--- src/hdl/rev_pkg.sv ---
// Shared types, constants and the CRC-32 byte update for the record envelope validator.
`timescale 1ns / 1ps
`default_nettype none

package rev_pkg;

  localparam int unsigned RECORD_BYTES_DEFAULT = 128;
  localparam logic [15:0] MAX_PAYLOAD          = 16'd112;
  localparam logic [15:0] LEGACY_MAX_PAYLOAD   = 16'd64;

  localparam logic [31:0] MAGIC_WORD     = 32'h5332_5042;
  localparam logic [31:0] CRC_POLY       = 32'hedb8_8320;
  localparam logic [31:0] CRC_INIT       = 32'hffff_ffff;
  localparam int unsigned LEGACY_CRC_END = 76;
  localparam int unsigned HEADER_BYTES   = 12;

  localparam logic [15:0] SCHEMA_LEGACY  = 16'd1;
  localparam logic [15:0] SCHEMA_CURRENT = 16'd2;

  localparam int unsigned CAP_W     = 7;
  localparam logic [CAP_W-1:0] CAPACITY_RESET = 7'd112;

  localparam logic [2:0] ST_OK         = 3'd0;
  localparam logic [2:0] ST_BAD_MAGIC  = 3'd1;
  localparam logic [2:0] ST_BAD_SCHEMA = 3'd2;
  localparam logic [2:0] ST_TOO_LONG   = 3'd3;
  localparam logic [2:0] ST_BAD_CRC    = 3'd4;

  // Per-record header and CRC state carried from byte to byte.
  typedef struct packed {
    logic [31:0] running_crc;
    logic [31:0] captured_crc;
    logic [31:0] stored_crc;
    logic [31:0] magic;
    logic [15:0] schema;
    logic [15:0] length;
    logic [31:0] generation;
  } rec_state_t;

  // One result item.
  typedef struct packed {
    logic        legacy_format;
    logic [15:0] payload_length;
    logic [31:0] rec_gen;
    logic [2:0]  status;
    logic [7:0]  payload_byte;
    logic        is_verdict;
  } rec_result_t;

  // Reflected CRC-32, one byte, eight bit steps.
  function automatic logic [31:0] crc_byte(input logic [31:0] crc, input logic [7:0] b);
    logic [31:0] c;
    c = crc ^ {24'd0, b};
    for (int k = 0; k < 8; k++) begin
      c = c[0] ? ((c >> 1) ^ CRC_POLY) : (c >> 1);
    end
    return c;
  endfunction

endpackage

`default_nettype wire

--- src/hdl/record_envelope_validator.sv ---
// Top level of the record envelope validator: state registers, config register, output skid.
//
//  channel   direction  tdata / data                     tuser / meaning
//  s_*       in         [7:0] record_byte                [0] start_of_record
//  m_*       out        [7:0] payload_byte, [10:8]       [0] is_verdict
//                       status, [42:11] generation,
//                       [58:43] length, [59] legacy
//  cfg_*     in         [6:0] buffer capacity            always ready
//
// One byte is taken per cycle while s_tready is high; the CRC byte update and the checks
// sit between the record state registers and the output register.
// The result of an accepted byte is registered in the output register, or in the skid entry while m_* is held.
// Reset clears the byte position, the valid flags and restores the capacity to 112.
// While m_tready is low, one more result can wait in the skid entry; s_tready drops
// only once that entry is full.
`timescale 1ns / 1ps
`default_nettype none

module record_envelope_validator #(
  parameter int unsigned RECORD_BYTES = rev_pkg::RECORD_BYTES_DEFAULT
) (
  input  wire logic                      clk,
  input  wire logic                      rst,
  input  wire logic                      s_tvalid,
  output logic                           s_tready,
  input  wire logic [7:0]                s_tdata,   // [7:0] record_byte
  input  wire logic                      s_tuser,   // [0] start_of_record
  output logic                           m_tvalid,
  input  wire logic                      m_tready,
  output logic [63:0]                    m_tdata,   // [7:0] payload_byte, [10:8] status,
                                                    // [42:11] generation,
                                                    // [58:43] payload_length,
                                                    // [59] legacy_format, rest zero
  output logic                           m_tuser,   // [0] is_verdict
  input  wire logic                      cfg_valid,
  output logic                           cfg_ready,
  input  wire logic [rev_pkg::CAP_W-1:0] cfg_data
);
  import rev_pkg::*;

  localparam int unsigned POS_W = $clog2(RECORD_BYTES);

  logic [POS_W-1:0] pos;
  logic [POS_W-1:0] pos_next;
  rec_state_t       state;
  rec_state_t       state_next;
  logic [CAP_W-1:0] capacity;
  logic             has_result;
  rec_result_t      result;
  rec_result_t      out_reg;
  rec_result_t      skid_reg;
  logic             skid_valid;
  logic             accept;
  logic             push;
  logic             pop;

  rev_step #(
    .RECORD_BYTES (RECORD_BYTES),
    .POS_W        (POS_W)
  ) u_step (
    .pos        (pos),
    .start      (s_tuser),
    .data       (s_tdata),
    .capacity   (capacity),
    .state      (state),
    .state_next (state_next),
    .pos_next   (pos_next),
    .has_result (has_result),
    .result     (result)
  );

  assign cfg_ready = 1'b1;
  assign s_tready  = !skid_valid;
  assign accept    = s_tvalid && s_tready;
  assign push      = accept && has_result;
  assign pop       = m_tvalid && m_tready;

  assign m_tuser = out_reg.is_verdict;
  assign m_tdata = {4'd0, out_reg.legacy_format, out_reg.payload_length,
                    out_reg.rec_gen, out_reg.status, out_reg.payload_byte};

  always_ff @(posedge clk) begin
    if (rst) begin
      capacity <= CAPACITY_RESET;
    end else if (cfg_valid && cfg_ready) begin
      capacity <= cfg_data;
    end
  end

  // The running CRC is the top member of the state, so it takes the all-ones value.
  always_ff @(posedge clk) begin
    if (rst) begin
      pos   <= '0;
      state <= {CRC_INIT, {($bits(rec_state_t) - 32){1'b0}}};
    end else if (accept) begin
      pos   <= pos_next;
      state <= state_next;
    end
  end

  // The skid entry only fills when a new result arrives while the output is held.
  always_ff @(posedge clk) begin
    if (rst) begin
      m_tvalid   <= 1'b0;
      skid_valid <= 1'b0;
    end else if (skid_valid) begin
      if (pop) begin
        out_reg    <= skid_reg;
        skid_valid <= 1'b0;
      end
    end else if (push) begin
      if (!m_tvalid || pop) begin
        out_reg  <= result;
        m_tvalid <= 1'b1;
      end else begin
        skid_reg   <= result;
        skid_valid <= 1'b1;
      end
    end else if (pop) begin
      m_tvalid <= 1'b0;
    end
  end

endmodule

`default_nettype wire

--- src/hdl/rev_step.sv ---
// Per-byte step logic: header capture, CRC update, payload pass-through and verdict.
`timescale 1ns / 1ps
`default_nettype none

module rev_step #(
  parameter int unsigned RECORD_BYTES = rev_pkg::RECORD_BYTES_DEFAULT,
  parameter int unsigned POS_W        = $clog2(RECORD_BYTES)
) (
  input  wire logic [POS_W-1:0]           pos,
  input  wire logic                       start,
  input  wire logic [7:0]                 data,
  input  wire logic [rev_pkg::CAP_W-1:0]  capacity,
  input  wire rev_pkg::rec_state_t        state,
  output rev_pkg::rec_state_t             state_next,
  output logic [POS_W-1:0]                pos_next,
  output logic                            has_result,
  output rev_pkg::rec_result_t            result
);
  import rev_pkg::*;

  localparam logic [POS_W-1:0] LAST_POS    = POS_W'(RECORD_BYTES - 1);
  localparam logic [POS_W-1:0] CUR_END_M1  = POS_W'(RECORD_BYTES - 5);
  localparam logic [POS_W-1:0] CUR_BASE    = POS_W'(RECORD_BYTES - 4);
  localparam logic [POS_W-1:0] LEG_END_M1  = POS_W'(LEGACY_CRC_END - 1);
  localparam logic [POS_W-1:0] LEG_BASE    = POS_W'(LEGACY_CRC_END);
  localparam logic [POS_W-1:0] HDR_POS     = POS_W'(HEADER_BYTES);

  logic [POS_W-1:0] p;
  rec_state_t       s;
  logic [31:0]      crc_new;
  logic             legacy_sel;
  logic [POS_W-1:0] end_m1;
  logic [POS_W-1:0] base;
  logic [POS_W-1:0] stored_off;
  logic             is_last;
  logic             legacy;
  logic [15:0]      limit;
  logic [2:0]       status;
  logic [15:0]      payload_off;

  always_comb begin
    p = start ? '0 : pos;

    // Byte zero restarts the CRC and clears every captured field.
    if (p == '0) begin
      s = '0;
      s.running_crc = CRC_INIT;
    end else begin
      s = state;
    end

    if (p < POS_W'(4)) begin
      s.magic[{p[1:0], 3'b000} +: 8] = s.magic[{p[1:0], 3'b000} +: 8] | data;
    end else if (p < POS_W'(6)) begin
      s.schema[{p[0], 3'b000} +: 8] = s.schema[{p[0], 3'b000} +: 8] | data;
    end else if (p < POS_W'(8)) begin
      s.length[{p[0], 3'b000} +: 8] = s.length[{p[0], 3'b000} +: 8] | data;
    end else if (p < HDR_POS) begin
      s.generation[{p[1:0], 3'b000} +: 8] = s.generation[{p[1:0], 3'b000} +: 8] | data;
    end

    legacy_sel = (s.schema == SCHEMA_LEGACY) && (p >= POS_W'(6));
    end_m1     = legacy_sel ? LEG_END_M1 : CUR_END_M1;
    base       = legacy_sel ? LEG_BASE : CUR_BASE;

    crc_new       = crc_byte(s.running_crc, data);
    s.running_crc = crc_new;
    if (p == end_m1) begin
      s.captured_crc = ~crc_new;
    end
    // The offset form keeps the window test clear of wrap at the top of the position range.
    stored_off = p - base;
    if ((p >= base) && (stored_off < POS_W'(4))) begin
      s.stored_crc[{stored_off[1:0], 3'b000} +: 8] =
        s.stored_crc[{stored_off[1:0], 3'b000} +: 8] | data;
    end

    is_last = (p >= LAST_POS);
    legacy  = 1'b0;
    limit   = MAX_PAYLOAD;
    if (s.magic != MAGIC_WORD) begin
      status = ST_BAD_MAGIC;
    end else if ((s.schema != SCHEMA_CURRENT) && (s.schema != SCHEMA_LEGACY)) begin
      status = ST_BAD_SCHEMA;
    end else begin
      legacy = (s.schema == SCHEMA_LEGACY);
      limit  = legacy ? LEGACY_MAX_PAYLOAD : MAX_PAYLOAD;
      if ((s.length > limit) || (s.length > {{(16-CAP_W){1'b0}}, capacity})) begin
        status = ST_TOO_LONG;
      end else if (s.stored_crc != s.captured_crc) begin
        status = ST_BAD_CRC;
      end else begin
        status = ST_OK;
      end
    end

    payload_off = 16'(p) - 16'(HEADER_BYTES);

    result = '0;
    if (is_last) begin
      has_result            = 1'b1;
      result.is_verdict     = 1'b1;
      result.status         = status;
      result.rec_gen        = (status == ST_OK) ? s.generation : 32'd0;
      result.payload_length = (status == ST_OK) ? s.length : 16'd0;
      result.legacy_format  = legacy;
      pos_next              = '0;
    end else begin
      has_result          = (p >= HDR_POS) && (payload_off < s.length);
      result.payload_byte = data;
      pos_next            = p + POS_W'(1);
    end

    state_next = s;
  end

endmodule

`default_nettype wire

--- config.mk ---
export PLATFORM = sky130hd
export DESIGN_NAME = record_envelope_validator
export DESIGN_NICKNAME = d
export VERILOG_FILES = /design/src/hdl/rev_pkg.sv /design/src/hdl/record_envelope_validator.sv /design/src/hdl/rev_step.sv
export SDC_FILE = /design/constraint.sdc
export NUM_CORES = 1
export LEC_CHECK = 0
export BUFFER_PORTS_ARGS = -buffer_cell sky130_fd_sc_hd__buf_2
export CAP_MARGIN = 40
export CORE_MARGIN = 4
export CORE_UTILIZATION = 55
export CTS_CLUSTER_SIZE = 10
export DETAILED_ROUTE_END_ITERATION = 7
export PLACE_DENSITY = 0.76
export SLEW_MARGIN = 20
export SYNTH_ARGS = -nofsm -noshare
export SYNTH_HDL_FRONTEND = slang
export SYNTH_HIERARCHICAL = 1
export SYNTH_SLANG_ARGS = --single-unit
--- constraint.sdc ---
create_clock -name clk -period 18 [get_ports clk]
set_clock_uncertainty 0.2 [all_clocks]
set_input_delay 2.7 -clock clk [delete_from_list [all_inputs] [get_ports clk]]
set_output_delay 2.7 -clock clk [all_outputs]
set_load 0.05 [all_outputs]
==> metrics.yaml <==
outcome:
  outcome: "finished clean"
sta:
  period_needed_ns: 10.06
  worst_slew_pin_slew_ns: 0.932
  slew_violations: 0
  fin_ws_ns: 7.94
  rsz0062_at_grt: "no"
  final-setup-viol-count: 0
  slew_headroom: 0.379
  final_hold_viol_count: 0
  setup_tns_ns: 0
  fin_crit_sh: 0.559
  fmax_ghz: 0.0994
yosys:
  synth_top_cell_area_share: 0.213
  synthArstFlopShare: 0
  ys_ff_latch: 330
  ys_seq_area_frac: 0.401
  syn_area_sq_um: 19500
  synth-compound-area-share: 0.163
  yosys.area.top_type: "dfxtp_1"
  synth_edf_count: 122
  synth-main-ff-cell: "dfxtp_1"
  ys_top_cells_by_area: "dfxtp_1, edfxtp_1, nand2_1, a21oi_1, xnor2_1"
  synth_xor_xnor_area_share: 0.0843
  synth_top_family_by_area: "simple AND/OR/NAND/NOR gates"
  synthCells: 2239
  muxShareOfSynthArea: 0.0504
  synth-simple-area-share: 0.219
  yosysUniqueCellTypes: 80
  yosys_warnings: 6
  yosys.area_share.adder: 0.0224
  syn_avg_cell_area_sq_um: 8.71
detailed_routing:
  drt_pass1_iterations: 7
  drc: 0
  dr.first_iter.drc_count: 1833
  vias_per_cell: 6.31
  vias: 17200
  ant_nets: 0
  wl_microns: 58000
  drt-wirelength-per-cell_microns: 21.3
clocking:
  clock-root-buffer: "clkbuf_16"
  cts_resized: 0
  postCtsSetupBuffers: 0
  cts_tree: "done"
  hold_buffers: 0
  htreeDepth: 2
  cts.sinks: 330
  cts_buffer_depth: 3
  cts_buffers: 40
  clkSlewWorstSetupHoldPaths_ns: 0.05
  clock_latency_ns: 0.58
grt:
  gr-usage-all-layers: 0.291
  overflow: 0
  grt_max_degree: 108
  grt_pass1_wl_microns: 91300
  grt_pass1_vias: 16100
  antenna_found_initial: 0
finish:
  multi_input_area_sq_um: 10600
  regArea_sq_um: 7830
  n_antenna_cell: 0
  largest_reg_flops: 192
  area_delta_synth_final_pct: 9.57
  drive_above_1_share: 0.136
  final_nets: 2301
  nFillCells: 2874
  fin_util: 0.614
setup_path:
  cp_max_fo: 79
  crit_family: "compound AO/OA/AOI/OAI gates"
  start_kind: "primary input"
  crit_path_top_delay_cell: "o211ai_1"
  critical_path.cell_chain: "buf_2 > nor2b_2 > inv_2 > ha_1 > and2_1 > o21ai_4 > buf_4 > a22oi_1 > nand2_1 > nor3_1 > nand4_1 > a211oi_1 > ha_1 > or3b_2 > o211ai_1 > a31oi_1 > a22o_1 > o211ai_1 > nand4_1 > nor4_1 > nand4_1 > buf_4 > nor4b_2 > mux2_2"
  critical_path.max_stage_delay_ns: 0.65
  crit_top_cell: "nand4_1"
  critPathKind: "primary input to register"
  critPathArrivalTime_ns: 10.30
  crit_cells: 24
  worstRegToRegCells: 24
  path_buf_inv: 4
  endpoint_kind: "register"
  cp.required_ns: 18.23
placed_design:
  port_buffers: 83
  gp_congestion: 0.948
  dp_hpwl_microns: 37700
  dp_slack_ns: 7.55
floorplan:
  row_count: 68
  core_sq_um: 34800
  ioPinCount: 89
  die_y_microns: 196
  die-area_sq_um: 38600
  die_x_microns: 196
  initial_core_util: 0.561
job:
  cap_viol_max_count: 0
power:
  peakVddDrop_mv: 0.0802
  cellLeakagePower_uw: 0.00764
  p_per_area_nw_per_um2: 84.2
hold_path:
  min_path_type: "register to register"
  min_path_cells: 2
[layout make-up]
type,instances,area share
clock buffer,66,0.0538
multi-input combinational,1676,0.497
clock inverter,4,0.00234
timing repair buffer,132,0.0425
inverter,65,0.0114
tap,455,0.0266
sequential,330,0.366
[layout by cell type, fill, tap and decap left out, types with 20 or more instances in the layout]
cell	count
a21oi_1	201
a22o_1	31
a31oi_1	20
buf_2	86
buf_4	35
clkbuf_1	22
clkbuf_16	41
dfxtp_1	206
edfxtp_1	122
ha_1	35
inv_1	63
mux2_2	66
mux2i_1	24
nand2_1	558
nand3_1	47
nand3b_1	34
nor2_1	62
nor2b_1	20
nor3_1	20
nor4b_2	33
o21ai_0	82
xnor2_1	98
xor2_1	48
[worst paths after layout]
check | endpoint | slack, ns | from
max | m_tdata[27] | 7.94 | s_tuser
min | state[131] | 0.25 | state[131]
max reg2reg | m_tdata[27] | 9.64 | pos[0]
min reg2reg | state[131] | 0.25 | state[131]
[layer usage]
metal	global-route usage	routed length (microns)	vias to the layer above
met5	0	0	-
met4	0.106	2050	0
met3	0.0535	5510	154
met2	0.457	26400	877
met1	0.406	24000	8298
li1	-	-	7878
[cell families (layout without fill, tap and decap cells)]
group / Yosys count / after routing
other cells: 3 / 14
xor+xnor: 162 / 162
flops: 330 / 330
mux: 90 / 90
compound gates: 497 / 497
fa+ha+maj: 35 / 35
simple gates: 878 / 878
buf+inv: 244 / 267
[synth_stat cells, drive strengths merged, types with 7 or more instances]
cell / n
nand2: 558
dfxtp: 208
a21oi: 202
edfxtp: 122
buf: 109
xnor2: 98
o21ai: 85
clkbuf: 70
mux2: 66
inv: 65
nor2: 62
xor2: 48
nand3: 47
ha: 35
nand3b: 34
nor4b: 33
a22o: 31
nor4: 25
mux2i: 24
nor2b: 22
a31oi: 20
nor3: 20
and3: 18
a22oi: 16
o2bb2ai: 16
a2111oi: 15
nand4: 13
a211oi: 12
xnor3: 12
o211ai: 10
a211o: 9
nand2b: 8
o2111ai: 8
o31ai: 8
or4: 8
o21a: 7
o22ai: 7
[power breakdown]
| part | switching (uW) | internal, uW | total (uW) |
|---|---|---|---|
| registers | 13.2 | 780 | 793 |
| clock network | 319 | 438 | 757 |
| logic | 158 | 91.7 | 250 |
[per-stage QoR]
step | hold slack, ns | cells | power, uW | cell area, sq um
floorplan | 0.232 | 2250 | 991 | 19600
global placement | 0.240 | 2640 | 1040 | 19900
detailed placement | 0.246 | 2651 | 1050 | 20100
CTS | 0.254 | 2721 | 1810 | 21300
global route | 0.272 | 2728 | 1860 | 21400
finish | 0.254 | 2728 | 1800 | 21400
[worst register-to-register path: stages, from the launching register on]
cell and delay [ns]:
dfxtp_2 0.31, buf_4 0.31, nor2b_2 0.29, inv_2 0.35
ha_1 0.32, and2_1 0.22, o21ai_4 0.20, buf_4 0.47
a22oi_1 0.35, nand2_1 0.08, nor3_1 0.28, nand4_1 0.27
a211oi_1 0.39, ha_1 0.33, or3b_2 0.45, o211ai_1 0.65
a31oi_1 0.47, a22o_1 0.41, o211ai_1 0.13, nand4_1 0.12
nor4_1 0.43, nand4_1 0.16, buf_4 0.34, nor4b_2 0.47
mux2_2 0.23
Note: power is estimated with default switching activity, not from simulation.
